**src/hw/rtl/jdq_pkg.sv**
```systemverilog
`default_nettype none
// ----------------------------------------------------------------------------
// jdq_pkg
// Shared types and constants of the joystick direction queue.
// ----------------------------------------------------------------------------
package jdq_pkg;

  // Kind of an input beat, carried in s_tuser.
  typedef enum logic [1:0] {
    FUNC_SAMPLE = 2'd0,
    FUNC_POP    = 2'd1,
    FUNC_CLEAR  = 2'd2,
    FUNC_TICK   = 2'd3
  } func_t;

  localparam int unsigned SampleW = 10;
  localparam int unsigned TicksW  = 16;
  localparam int unsigned MoveW   = 4;
  localparam int unsigned CountW  = 4;

  // Scaled products: 13 * 1023 still fits in 14 bits.
  localparam int unsigned ProdW = 14;

  // Thresholds in tenths: 1.1 for diagonals, 1.3 for straight moves.
  localparam logic [3:0] Ten      = 4'd10;
  localparam logic [3:0] Diag     = 4'd11;
  localparam logic [3:0] Straight = 4'd13;

  // Register indexes of the configuration port.
  localparam logic [1:0] RegXRest       = 2'd0;
  localparam logic [1:0] RegYRest       = 2'd1;
  localparam logic [1:0] RegRepeatTicks = 2'd2;

  localparam logic [SampleW-1:0] XRestReset       = 10'd512;
  localparam logic [SampleW-1:0] YRestReset       = 10'd512;
  localparam logic [TicksW-1:0]  RepeatTicksReset = 16'd250;
  localparam logic [TicksW-1:0]  TicksMax         = 16'hFFFF;

  // Move codes.
  localparam logic [MoveW-1:0] MoveNone      = 4'd0;
  localparam logic [MoveW-1:0] MoveUpLeft    = 4'd1;
  localparam logic [MoveW-1:0] MoveUpRight   = 4'd2;
  localparam logic [MoveW-1:0] MoveDownLeft  = 4'd3;
  localparam logic [MoveW-1:0] MoveDownRight = 4'd4;
  localparam logic [MoveW-1:0] MoveUp        = 4'd5;
  localparam logic [MoveW-1:0] MoveLeft      = 4'd6;
  localparam logic [MoveW-1:0] MoveRight     = 4'd7;
  localparam logic [MoveW-1:0] MoveDown      = 4'd8;

endpackage
`default_nettype wire

```
**src/hw/rtl/joystick_direction_queue.sv**
```systemverilog
`default_nettype none
// ----------------------------------------------------------------------------
// joystick_direction_queue
// Eight-direction joystick quantizer with auto-repeat and a move queue.
// ----------------------------------------------------------------------------
// Every input beat (sample, pop, clear or tick) produces exactly one output
// beat. The block takes one beat per cycle while m_tready stays high or the
// output register is empty: a beat is classified and applied to the queue
// state in the cycle it is accepted, and its result appears on the output
// register in the next cycle. The move queue is a small memory with one
// write and one registered read per cycle, and the read data is registered
// together with the rest of the output beat. The move queue needs no
// clearing after reset. Configuration writes are taken at any edge with
// cfg_wen high and must only happen while the block is idle.
module joystick_direction_queue #(
  parameter int unsigned QUEUE_DEPTH = 8
) (
  input  wire logic        clk,
  input  wire logic        rst,
  // Configuration: index 0 x_rest, 1 y_rest, 2 repeat_ticks.
  input  wire logic        cfg_wen,
  input  wire logic [1:0]  cfg_addr,
  input  wire logic [15:0] cfg_wdata,
  // Input stream.
  input  wire logic        s_tvalid,
  output logic             s_tready,
  input  wire logic [23:0] s_tdata,   // [9:0] x_sample, [19:10] y_sample, rest zero
  input  wire logic [1:0]  s_tuser,   // [1:0] func
  // Output stream.
  output logic             m_tvalid,
  input  wire logic        m_tready,
  output logic [15:0]      m_tdata    // [3:0] move_code, [7:4] queue_count,
                                      // [8] accepted, rest zero
);

  localparam int unsigned IdxW = (QUEUE_DEPTH > 1) ? $clog2(QUEUE_DEPTH) : 1;
  localparam int unsigned CntW = $clog2(QUEUE_DEPTH + 1);
  localparam int unsigned SumW = CntW + 1;
  localparam logic [IdxW-1:0] LastIdx = IdxW'(QUEUE_DEPTH - 1);
  localparam logic [CntW-1:0] FullCnt = CntW'(QUEUE_DEPTH);
  localparam logic [SumW-1:0] DepthSum = SumW'(QUEUE_DEPTH);

  // Configuration registers.
  logic [jdq_pkg::SampleW-1:0] x_rest;
  logic [jdq_pkg::SampleW-1:0] y_rest;
  logic [jdq_pkg::TicksW-1:0]  repeat_ticks;

  // Queue and timer state.
  logic [jdq_pkg::MoveW-1:0] move_fifo [QUEUE_DEPTH];
  logic [IdxW-1:0]           fifo_head;
  logic [CntW-1:0]           fifo_count;
  logic [jdq_pkg::TicksW-1:0] ticks_since_move;

  logic [IdxW-1:0]            fifo_head_next;
  logic [CntW-1:0]            fifo_count_next;
  logic [jdq_pkg::TicksW-1:0] ticks_since_move_next;

  // Output register.
  logic                      out_valid;
  logic                      out_pop;
  logic [jdq_pkg::MoveW-1:0] rd_data;
  logic [CntW-1:0]           out_count;
  logic                      out_acc;

  logic                        s_fire;
  jdq_pkg::func_t              func;
  logic [jdq_pkg::SampleW-1:0] x_sample;
  logic [jdq_pkg::SampleW-1:0] y_sample;

  logic [jdq_pkg::ProdW-1:0] x10, x11, x13, y10, y11, y13;
  logic [jdq_pkg::ProdW-1:0] rx10, rx11, rx13, ry10, ry11, ry13;
  logic y_hi_d, y_lo_d, x_hi_d, x_lo_d, y_hi_s, y_lo_s, x_hi_s, x_lo_s;
  logic [jdq_pkg::MoveW-1:0] move;

  logic            acc;
  logic            pop_hit;
  logic            wr_en;
  logic [SumW-1:0] slot_sum;
  logic [IdxW-1:0] wr_slot;

  assign s_tready = !out_valid || m_tready;
  assign s_fire   = s_tvalid && s_tready;
  assign func     = jdq_pkg::func_t'(s_tuser[1:0]);
  assign x_sample = s_tdata[9:0];
  assign y_sample = s_tdata[19:10];

  // Configuration writes.
  always_ff @(posedge clk) begin
    if (rst) begin
      x_rest       <= jdq_pkg::XRestReset;
      y_rest       <= jdq_pkg::YRestReset;
      repeat_ticks <= jdq_pkg::RepeatTicksReset;
    end else if (cfg_wen) begin
      unique case (cfg_addr)
        jdq_pkg::RegXRest:       x_rest       <= cfg_wdata[9:0];
        jdq_pkg::RegYRest:       y_rest       <= cfg_wdata[9:0];
        jdq_pkg::RegRepeatTicks: repeat_ticks <= cfg_wdata;
        default: ;
      endcase
    end
  end

  // Scaled comparisons against the rest values.
  always_comb begin
    x10  = jdq_pkg::ProdW'(x_sample) * jdq_pkg::ProdW'(jdq_pkg::Ten);
    x11  = jdq_pkg::ProdW'(x_sample) * jdq_pkg::ProdW'(jdq_pkg::Diag);
    x13  = jdq_pkg::ProdW'(x_sample) * jdq_pkg::ProdW'(jdq_pkg::Straight);
    y10  = jdq_pkg::ProdW'(y_sample) * jdq_pkg::ProdW'(jdq_pkg::Ten);
    y11  = jdq_pkg::ProdW'(y_sample) * jdq_pkg::ProdW'(jdq_pkg::Diag);
    y13  = jdq_pkg::ProdW'(y_sample) * jdq_pkg::ProdW'(jdq_pkg::Straight);
    rx10 = jdq_pkg::ProdW'(x_rest) * jdq_pkg::ProdW'(jdq_pkg::Ten);
    rx11 = jdq_pkg::ProdW'(x_rest) * jdq_pkg::ProdW'(jdq_pkg::Diag);
    rx13 = jdq_pkg::ProdW'(x_rest) * jdq_pkg::ProdW'(jdq_pkg::Straight);
    ry10 = jdq_pkg::ProdW'(y_rest) * jdq_pkg::ProdW'(jdq_pkg::Ten);
    ry11 = jdq_pkg::ProdW'(y_rest) * jdq_pkg::ProdW'(jdq_pkg::Diag);
    ry13 = jdq_pkg::ProdW'(y_rest) * jdq_pkg::ProdW'(jdq_pkg::Straight);

    y_hi_d = y10 >= ry11;
    y_lo_d = y11 <= ry10;
    x_hi_d = x10 >= rx11;
    x_lo_d = x11 <= rx10;
    y_hi_s = y10 >= ry13;
    x_hi_s = x10 >= rx13;
    x_lo_s = x13 <= rx10;
    y_lo_s = y13 <= ry10;

    priority if (y_hi_d && x_hi_d) move = jdq_pkg::MoveUpLeft;
    else if (y_hi_d && x_lo_d)     move = jdq_pkg::MoveUpRight;
    else if (y_lo_d && x_hi_d)     move = jdq_pkg::MoveDownLeft;
    else if (y_lo_d && x_lo_d)     move = jdq_pkg::MoveDownRight;
    else if (y_hi_s)               move = jdq_pkg::MoveUp;
    else if (x_hi_s)               move = jdq_pkg::MoveLeft;
    else if (x_lo_s)               move = jdq_pkg::MoveRight;
    else if (y_lo_s)               move = jdq_pkg::MoveDown;
    else                           move = jdq_pkg::MoveNone;
  end

  // Tail slot is head plus count, wrapped once at the queue depth.
  always_comb begin
    slot_sum = SumW'(fifo_head) + SumW'(fifo_count);
    if (slot_sum >= DepthSum) begin
      slot_sum = slot_sum - DepthSum;
    end
    wr_slot = slot_sum[IdxW-1:0];
  end

  always_comb begin
    fifo_head_next        = fifo_head;
    fifo_count_next       = fifo_count;
    ticks_since_move_next = ticks_since_move;
    acc                   = 1'b0;
    pop_hit               = 1'b0;
    unique case (func)
      jdq_pkg::FUNC_SAMPLE: begin
        if (ticks_since_move >= repeat_ticks && fifo_count != FullCnt &&
            move != jdq_pkg::MoveNone) begin
          acc                   = 1'b1;
          fifo_count_next       = fifo_count + 1'b1;
          ticks_since_move_next = '0;
        end
      end
      jdq_pkg::FUNC_POP: begin
        if (fifo_count != '0) begin
          pop_hit         = 1'b1;
          fifo_head_next  = (fifo_head == LastIdx) ? '0 : fifo_head + 1'b1;
          fifo_count_next = fifo_count - 1'b1;
        end
      end
      jdq_pkg::FUNC_CLEAR: begin
        fifo_head_next  = '0;
        fifo_count_next = '0;
      end
      jdq_pkg::FUNC_TICK: begin
        if (ticks_since_move != jdq_pkg::TicksMax) begin
          ticks_since_move_next = ticks_since_move + 1'b1;
        end
      end
      default: ;
    endcase
  end

  assign wr_en = s_fire && acc;

  // Move memory: one write at the tail, one registered read at the head.
  always_ff @(posedge clk) begin
    if (wr_en) begin
      move_fifo[wr_slot] <= move;
    end
    if (s_fire) begin
      rd_data <= move_fifo[fifo_head];
    end
  end

  always_ff @(posedge clk) begin
    if (rst) begin
      fifo_head        <= '0;
      fifo_count       <= '0;
      ticks_since_move <= '0;
      out_valid        <= 1'b0;
    end else begin
      if (s_fire) begin
        fifo_head        <= fifo_head_next;
        fifo_count       <= fifo_count_next;
        ticks_since_move <= ticks_since_move_next;
        out_valid        <= 1'b1;
      end else if (m_tready) begin
        out_valid <= 1'b0;
      end
    end
  end

  always_ff @(posedge clk) begin
    if (s_fire) begin
      out_pop   <= pop_hit;
      out_count <= fifo_count_next;
      out_acc   <= acc;
    end
  end

  assign m_tvalid = out_valid;
  assign m_tdata  = {7'd0, out_acc, jdq_pkg::CountW'(out_count),
                     out_pop ? rd_data : jdq_pkg::MoveNone};

`ifndef SYNTHESIS
  a_count_bound: assert property (@(posedge clk) disable iff (rst)
    fifo_count <= FullCnt)
    else $error("queue count above depth");

  a_acc_no_code: assert property (@(posedge clk) disable iff (rst)
    (m_tvalid && m_tdata[8]) |-> (m_tdata[3:0] == jdq_pkg::MoveNone))
    else $error("accepted sample also carries a popped move");

  a_timer_restart: assert property (@(posedge clk) disable iff (rst)
    (s_fire && acc) |=> (ticks_since_move == '0))
    else $error("repeat timer not restarted after a queued move");

  a_clear_empty: assert property (@(posedge clk) disable iff (rst)
    (s_fire && func == jdq_pkg::FUNC_CLEAR) |=> (fifo_count == '0 && fifo_head == '0))
    else $error("queue not empty after clear");

  a_count_step: assert property (@(posedge clk) disable iff (rst)
    (s_fire && acc) |=> (fifo_count == $past(fifo_count) + 1'b1))
    else $error("queued move did not raise the count");
`endif

endmodule
`default_nettype wire

```
**config.mk**
```make
export PLATFORM = sky130hd
export DESIGN_NAME = joystick_direction_queue
export DESIGN_NICKNAME = d
export VERILOG_FILES = /design/src/hw/rtl/jdq_pkg.sv /design/src/hw/rtl/joystick_direction_queue.sv
export SDC_FILE = /design/constraint.sdc
export NUM_CORES = 1
export LEC_CHECK = 0
export ABC_AREA = 1
export BUFFER_PORTS_ARGS = -buffer_cell sky130_fd_sc_hd__buf_2
export CAP_MARGIN = 20
export CORE_MARGIN = 4
export CORE_UTILIZATION = 40
export CTS_CLUSTER_DIAMETER = 30
export DETAILED_ROUTE_END_ITERATION = 12
export PLACE_DENSITY_LB_ADDON = 0.15
export SETUP_SLACK_MARGIN = 0.2
export SYNTH_ARGS = -nofsm -noshare
export SYNTH_HDL_FRONTEND = slang
export SYNTH_SLANG_ARGS = --single-unit
```
**constraint.sdc**
```tcl
create_clock -name clk -period 5.6 [get_ports clk]
set_input_delay 1.12 -clock clk [delete_from_list [all_inputs] [get_ports clk]]
set_output_delay 1.12 -clock clk [all_outputs]
set_load 0.01 [all_outputs]
```
==> results of run 1 <==
[sequential cells by signal (all words and copies together) (netlist names)]
name              cells
out_count             4
out_acc               1
ticks_since_move     16
fifo_count            4
repeat_ticks         16
rd_data               4
move_fifo            32
fifo_head             3
x_rest               10
out_pop               1
y_rest               10
m_tvalid              1
[power breakdown]
part / total, uW / internal [uW] / leakage [uW] / switching (uW)
Clock: 647 / 352 / 0.000147 / 295
Sequential: 900 / 869 / 0.000879 / 31.2
Combinational: 2720 / 1270 / 0.00815 / 1450
[metrics by stage]
| stage | hold slack, ns | total power [uW] | setup WS (ns) |
|---|---|---|---|
| floorplan | 0.435 | 2500 | 0.114 |
| global placement | 0.448 | 3280 | -0.571 |
| detailed placement | 0.457 | 3350 | -0.679 |
| CTS | 0.467 | 4140 | -0.0974 |
| global route | 0.493 | 4720 | -0.475 |
| finish | 0.461 | 4270 | -0.167 |
[worst paths after layout]
kind | startpoint | end | slack [ns]
setup reg to reg | y_rest[3]$_SDFFE_PP0P_ | move_fifo[1][1]$_DFFE_PP_ | 0.17
hold reg to reg | repeat_ticks[10]$_SDFFE_PP0P_ | repeat_ticks[10]$_SDFFE_PP0P_ | 0.46
hold / removal | repeat_ticks[10]$_SDFFE_PP0P_ | repeat_ticks[10]$_SDFFE_PP0P_ | 0.46
setup / recovery | s_tdata[10] | move_fifo[1][1]$_DFFE_PP_ | -0.17
[routing by layer]
metal / vias to the layer above / part of all wire / global-route usage
li1: 6545 / - / -
met1: 5623 / 0.48 / 0.237
met2: 129 / 0.49 / 0.319
met3: 32 / 0.022 / 0.0185
met4: 0 / 0.016 / 0.0329
met5: - / 0 / 0
[cell families (layout without fill, tap and decap cells)]
logic type	Yosys count	after routing	share of synthesized area
adder cells (fa/ha/maj)	399	399	0.378
flip-flops	102	102	0.170
buffers and inverters	387	637	0.104
XOR/XNOR	117	117	0.0707
AND/OR/NAND/NOR	512	512	0.147
other	1	7	0.000259
AO/OA/AOI/OAI	332	332	0.130
[cell usage in the layout (no fill, tap or decap), types with 12 or more instances in the layout]
master	synthesis	final
sky130_fd_sc_hd__dfxtp_1	60	53
sky130_fd_sc_hd__a21oi_1	163	142
sky130_fd_sc_hd__nand2_2	12	26
sky130_fd_sc_hd__o21bai_1	24	24
sky130_fd_sc_hd__xor2_1	74	74
sky130_fd_sc_hd__xnor2_1	43	39
sky130_fd_sc_hd__nand2_1	266	250
sky130_fd_sc_hd__nor2_1	137	126
sky130_fd_sc_hd__inv_2	3	12
sky130_fd_sc_hd__nor3_1	19	17
sky130_fd_sc_hd__edfxtp_1	42	42
sky130_fd_sc_hd__nand3_1	53	52
sky130_fd_sc_hd__inv_1	355	343
sky130_fd_sc_hd__buf_6	1	17
sky130_fd_sc_hd__buf_4	8	190
sky130_fd_sc_hd__ha_4	0	22
sky130_fd_sc_hd__nor2_4	0	13
sky130_fd_sc_hd__o21ai_0	89	75
sky130_fd_sc_hd__ha_1	334	311
sky130_fd_sc_hd__a21oi_2	10	30
sky130_fd_sc_hd__buf_2	0	47
sky130_fd_sc_hd__fa_1	65	62
[Yosys cell counts, types with 5 or more instances]
| library cell | number |
|---|---|
| sky130_fd_sc_hd__inv_1 | 355 |
| sky130_fd_sc_hd__ha_1 | 334 |
| sky130_fd_sc_hd__nand2_1 | 266 |
| sky130_fd_sc_hd__a21oi_1 | 163 |
| sky130_fd_sc_hd__nor2_1 | 137 |
| sky130_fd_sc_hd__o21ai_0 | 89 |
| sky130_fd_sc_hd__xor2_1 | 74 |
| sky130_fd_sc_hd__fa_1 | 65 |
| sky130_fd_sc_hd__dfxtp_1 | 60 |
| sky130_fd_sc_hd__nand3_1 | 53 |
| sky130_fd_sc_hd__xnor2_1 | 43 |
| sky130_fd_sc_hd__edfxtp_1 | 42 |
| sky130_fd_sc_hd__o21bai_1 | 24 |
| sky130_fd_sc_hd__nor3_1 | 19 |
| sky130_fd_sc_hd__clkbuf_1 | 17 |
| sky130_fd_sc_hd__nand2_2 | 12 |
| sky130_fd_sc_hd__a21oi_2 | 10 |
| sky130_fd_sc_hd__a31oi_1 | 10 |
| sky130_fd_sc_hd__nand4_1 | 10 |
| sky130_fd_sc_hd__o211ai_1 | 10 |
| sky130_fd_sc_hd__buf_4 | 8 |
| sky130_fd_sc_hd__a21o_1 | 7 |
| sky130_fd_sc_hd__nor2_2 | 7 |
| sky130_fd_sc_hd__a211oi_1 | 5 |
| sky130_fd_sc_hd__o31ai_1 | 5 |
[critical path, stage by stage]
cell	delay [ns]
sky130_fd_sc_hd__buf_2	0.13
sky130_fd_sc_hd__ha_4	0.24
sky130_fd_sc_hd__ha_1	0.28
sky130_fd_sc_hd__ha_2	0.17
sky130_fd_sc_hd__inv_1	0.06
sky130_fd_sc_hd__fa_2	0.39
sky130_fd_sc_hd__o31ai_4	0.28
sky130_fd_sc_hd__a21oi_2	0.09
sky130_fd_sc_hd__o21bai_1	0.20
sky130_fd_sc_hd__a21oi_1	0.10
sky130_fd_sc_hd__o21ai_1	0.18
sky130_fd_sc_hd__a21o_1	0.17
sky130_fd_sc_hd__a21oi_2	0.07
sky130_fd_sc_hd__xnor2_2	0.15
sky130_fd_sc_hd__ha_1	0.31
sky130_fd_sc_hd__nand4_1	0.16
sky130_fd_sc_hd__nor3_2	0.28
sky130_fd_sc_hd__nand3_1	0.12
sky130_fd_sc_hd__o31ai_2	0.23
sky130_fd_sc_hd__buf_4	0.15
sky130_fd_sc_hd__nand4_1	0.12
sky130_fd_sc_hd__nand3_2	0.14
sky130_fd_sc_hd__nand2_4	0.07
sky130_fd_sc_hd__nor3_4	0.28
sky130_fd_sc_hd__nand2_4	0.14
sky130_fd_sc_hd__nor2_4	0.19
[what timing repair did]
action                     CTS  global route
gates cloned                 0             0
pin swaps                   40            46
resized for setup           42            89
hold buffers                 0             0
setup endpoints to repair   57            81
setup buffers               15             9
[final cells by class]
class	count	area, sq um	share of cell area
Multi-Input combinational cell	1367	11200	0.626
Clock buffer	9	225	0.0126
Tap cell	461	577	0.0322
Inverter	360	1360	0.0760
Timing Repair Buffer	261	1990	0.111
Sequential cell	102	2470	0.138
Clock inverter	7	77.6	0.00434
==> results.toml, run 1 <==
[status]
run_status = "complete, but fails checks"
violated_checks = "setup timing"

[logic_synthesis]
netlist_area_sq_mm = 0.0145
synth-seq-cells = 102
postSynthCellCount = 1850
syn_avg_cell_area_sq_um = 7.84
synthDominantCellAreaShare = 0.288
yosysSeqAreaShare = 0.170
yosysWarnings = 0
synthDistinctLibCells = 42
synthTopCellsByArea = "sky130_fd_sc_hd__ha_1 29%, sky130_fd_sc_hd__inv_1 9.2%, sky130_fd_sc_hd__fa_1 9.0%, sky130_fd_sc_hd__edfxtp_1 8.7%, sky130_fd_sc_hd__dfxtp_1 8.3%"
number_of_flops_mapped_to_enable_cells_by_yosys = 42
netlist.top_cell.by_area = "sky130_fd_sc_hd__ha_1"
async_reset_ff_frac = 0
synthFlopType = "sky130_fd_sc_hd__dfxtp_1"

[timing]
setup_repair_after_global_routing_missed_its_margin = "yes"
period_needed_ns = 5.77
finalCritPeriodShare = 1.03
setup_total_negative_slack_ns = -5.00
drv_slew = 0
final-hold-violation-count = 0
worst_slew_pin_slew_ns = 0.862
max_slew_margin = 0.423
achievable-frequency_ghz = 0.173
final.setup_skew_ns = 0.0119
setup-violations-final = 50
setup_ws_ns = -0.167

[final_layout]
final.fill_count = 3505
final_cell_count_no_fill = 2567
areaGrowthSynthToFinish_pct = 23.4
drive_gt1_frac = 0.204
antenna-diode-count = 0
design.final.nets = 2549
core_utilization_of_the_finished_layout = 0.502
final_cell_area_sq_mm = 0.0179

[drt]
drt_first_pass_iters = 5
first_iter_violations = 509
detail_route.drc_violations = 0
vias = 12329
routed_wirelength_microns = 34000
drt.antenna.violating_nets = 0
route.detailed.wl_per_inst_microns = 13.3
via_per_inst = 4.80

[run]
max_cap_violations = 0

[hold_path]
timing.hold.worst_path_depth = 2
hold_class = "reg2reg"

[setup_path]
crit_fanout = 4
arrival_ns = 5.82
timing.critical_path.required_ns = 5.65
critPathLaunchType = "primary input"
timing_worst_setup_path_type = "in2reg"
cp-end-kind = "flip-flop"
reg2regPathDepth = 29

[floorplan]
design.die.area_sq_mm = 0.0393
top_level_ports = 67
initial_utilization = 0.407
row_count = 69
die_h_microns = 198
die_x_microns = 198
fp.coreArea_sq_mm = 0.0357

[clock_network]
clock_tree.htree_level_count = 3
cts.sinks = 102
cts_root_buf = "sky130_fd_sc_hd__clkbuf_16"
clk_pin_slew_ns = 0.07
insertion_delay_of_the_later_clocked_pin_in_the_worst_skew_pair_ns = 0.35
cts-buffers-inserted = 9
clockBufferDepth = 2
tritoncts = "yes"

[place]
buffer_ports.inserted = 55
final_weighted_congestion_of_routability_driven_global_placement = 0.859
placed_area_sq_mm = 0.0169
placed_cells = 2527
place_hpwl_microns = 28500

[global_routing]
number_of_antenna_violations_at_the_first_check_in_global_routing = 0
grt_pass1_wl_microns = 58500
first_global_vias = 12493
grt_use_total = 0.179
grt_start_max_net_pins = 42
gr-total-overflow = 0

[power_and_ir_drop]
power_density_mw_per_mm2 = 238
power.leakage_uw = 0.00918
power.ir.vdd_worst_v = 0.000194
Power figures use the tool's default switching activity.
==> run 2: changes to the inputs <==
--- a/config.mk
+++ b/config.mk
@@ -11,3 +11,4 @@
 export CORE_MARGIN = 4
-export CORE_UTILIZATION = 40
+export CORE_UTILIZATION = 59
+export CTS_BUF_LIST = sky130_fd_sc_hd__clkbuf_4
 export CTS_CLUSTER_DIAMETER = 30
--- a/constraint.sdc
+++ b/constraint.sdc
@@ -3,2 +3,2 @@
 set_output_delay 1.12 -clock clk [all_outputs]
-set_load 0.01 [all_outputs]
+set_load 0.005 [all_outputs]
==> run 2 against run 1 <==
- the flow still finishes with violations (setup timing)
- design area shrank 3.7%
- clock skew grew 0.012 ns
- cell count shrank 6.3%
- global-route usage grew 6.7 points
- routed wire length shrank 2.3%
- first-iteration DRC count grew 10%
- hold slack gained 0.019 ns
- register-to-register slack gained 0.02 ns
- count of clock-buffer cells in the layout is the same
- setup slack gained 0.14 ns
==> results.toml, run 2 (same netlist as run 1, synthesis figures left out) <==
[drt]
route.detailed.wl_per_inst_microns = 13.8
first_iter_violations = 560
route.layer.met1.wl_microns = 14900
vias = 12635
routed_length_on_met2_microns = 16400
met3WireLength_microns = 1040
drt_first_pass_iters = 5
routed_wirelength_microns = 33300
detail_route.drc_violations = 0
via_per_inst = 5.26
highest-signal-layer = "met4"
drt.antenna.violating_nets = 0

[setup_path]
arrival_ns = 5.85
crit_fanout = 4
cpLargestDelayFamily = "simple AND/OR/NAND/NOR gates"
slowest_stage = "sky130_fd_sc_hd__fa_1"
cp-end-kind = "flip-flop"
critPathLaunchType = "primary input"
r2r_start = "y_rest[2]$_SDFFE_PP0P_"
cpMostUsedCell = "sky130_fd_sc_hd__nor2_1"
timing_worst_setup_path_type = "in2reg"
crit_buf_inv = 4
critical_path.startpoint = "s_tdata[12]"
cp_slowest_stage_delay_ns = 0.51
timing.critical_path.required_ns = 5.82

[timing]
final.setup_skew_ns = 0.0240
setup_ws_ns = -0.0266
worst_slew_pin_slew_ns = 0.853
setup-violations-final = 4
finalHoldWorstSlack_ns = 0.480
finalCritPeriodShare = 1.00
drv_slew = 0
final-hold-violation-count = 0
achievable-frequency_ghz = 0.178
max_slew_margin = 0.429
setup_repair_after_global_routing_missed_its_margin = "yes"
period_needed_ns = 5.63

[global_routing]
number_of_antenna_violations_at_the_first_check_in_global_routing = 1
grt_use_total = 0.246
grt_start_max_net_pins = 42
gr-total-overflow = 0
first_global_vias = 12258
grt_pass1_wl_microns = 55200

[power_and_ir_drop]
power_density_mw_per_mm2 = 226
power.leakage_uw = 0.00895
power.ir.vdd_worst_v = 0.000150

[final_layout]
largest_registers = "move_fifo: 32 flops, repeat_ticks: 16 flops, ticks_since_move: 16 flops"
largest-register = "move_fifo"
drive_gt1_frac = 0.189
largest_register_ffs = 32
layout.cells.most_common = "sky130_fd_sc_hd__inv_1"
areaGrowthSynthToFinish_pct = 18.9
layout.cells.most_common_list = "346 x sky130_fd_sc_hd__inv_1, 317 x sky130_fd_sc_hd__ha_1, 253 x sky130_fd_sc_hd__nand2_1"
core_utilization_of_the_finished_layout = 0.711
design.final.nets = 2523
antenna-diode-count = 0
final.fill_count = 1980

[hold_path]
hold_path_startpoint = "repeat_ticks[10]$_SDFFE_PP0P_"
hold_class = "reg2reg"

[floorplan]
die_x_microns = 165
fp.coreArea_sq_mm = 0.0242
top_level_ports = 67
initial_utilization = 0.598
row_count = 57
die_h_microns = 165
design.die.area_sq_mm = 0.0271

[clock_network]
cts_root_buf = "sky130_fd_sc_hd__clkbuf_4"
cts-buffers-inserted = 9
tritoncts = "yes"
clockBufferDepth = 2
clock_tree.htree_level_count = 3
clk_pin_slew_ns = 0.18
cts.sinks = 102
insertion_delay_of_the_later_clocked_pin_in_the_worst_skew_pair_ns = 0.49

[place]
buffer_ports.inserted = 55
final_weighted_congestion_of_routability_driven_global_placement = 0.918
place_hpwl_microns = 27500

[run]
max_cap_violations = 0

[status]
run_status = "complete, but fails checks"
violated_checks = "setup timing"
## run 2: layout make-up
class                           instances  area (sq um)  share of cell area
Inverter                              360          1360              0.0788
Clock inverter                          7          76.3             0.00443
Tap cell                              324           405              0.0235
Clock buffer                            9          67.6             0.00392
Sequential cell                       102          2480               0.144
Multi-Input combinational cell       1367         11100               0.644
Timing Repair Buffer                  235          1750               0.101
## run 2: timing repair
item                                    4_1_cts  5_1_grt
setup buffers                                19        9
endpoints found under the setup margin       56       82
pin swaps                                    55       64
gates resized for setup                      36       64
hold buffers                                  0        0
## run 2: path summary, 6_finish.rpt
check | end | slack (ns) | cells past startpoint
worst max-delay path | move_fifo[7][0]$_DFFE_PP_ | -0.03 | 30
worst min-delay path | repeat_ticks[10]$_SDFFE_PP0P_ | 0.48 | 2
worst max register to register | move_fifo[7][0]$_DFFE_PP_ | 0.19 | 30
worst min register to register | repeat_ticks[10]$_SDFFE_PP0P_ | 0.48 | 2
## run 2: metrics by stage
step                      setup TNS [ns]  power (uW)  setup WS (ns)  area (sq um)  cells
after detailed placement          -31.54        3270         -0.612         16500   2359
after CTS                              0        3750          0.106         16900   2394
after global routing              -13.86        4290         -0.288         17200   2404
final                             -0.104        3890        -0.0266         17200   2404
after global placement            -27.36        3170         -0.538         16500   2359
after floorplan                        0        2490          0.114         14800   1856
## run 2: where the power goes
part	internal (uW)	leakage, uW	switching (uW)
clock network	109	0.0000796	284
logic	1170	0.00799	1420
registers	869	0.000880	33.5
total	2140	0.00895	1740
## run 2: metal layers
layer / vias up / track usage
met5: - / 0
li1: 6500 / -
met1: 5805 / 0.318
met2: 253 / 0.441
met3: 77 / 0.0262
met4: 0 / 0.0620
## run 2: worst reg2reg max path, delay by kind of cell (launching register included)
kind / cells / cell delay, ns
flip-flops: 1 / 0.38
buffers and inverters: 2 / 0.22
adder cells (fa/ha/maj): 4 / 1.47
AO/OA/AOI/OAI: 7 / 1.12
XOR/XNOR: 1 / 0.18
AND/OR/NAND/NOR: 16 / 1.83
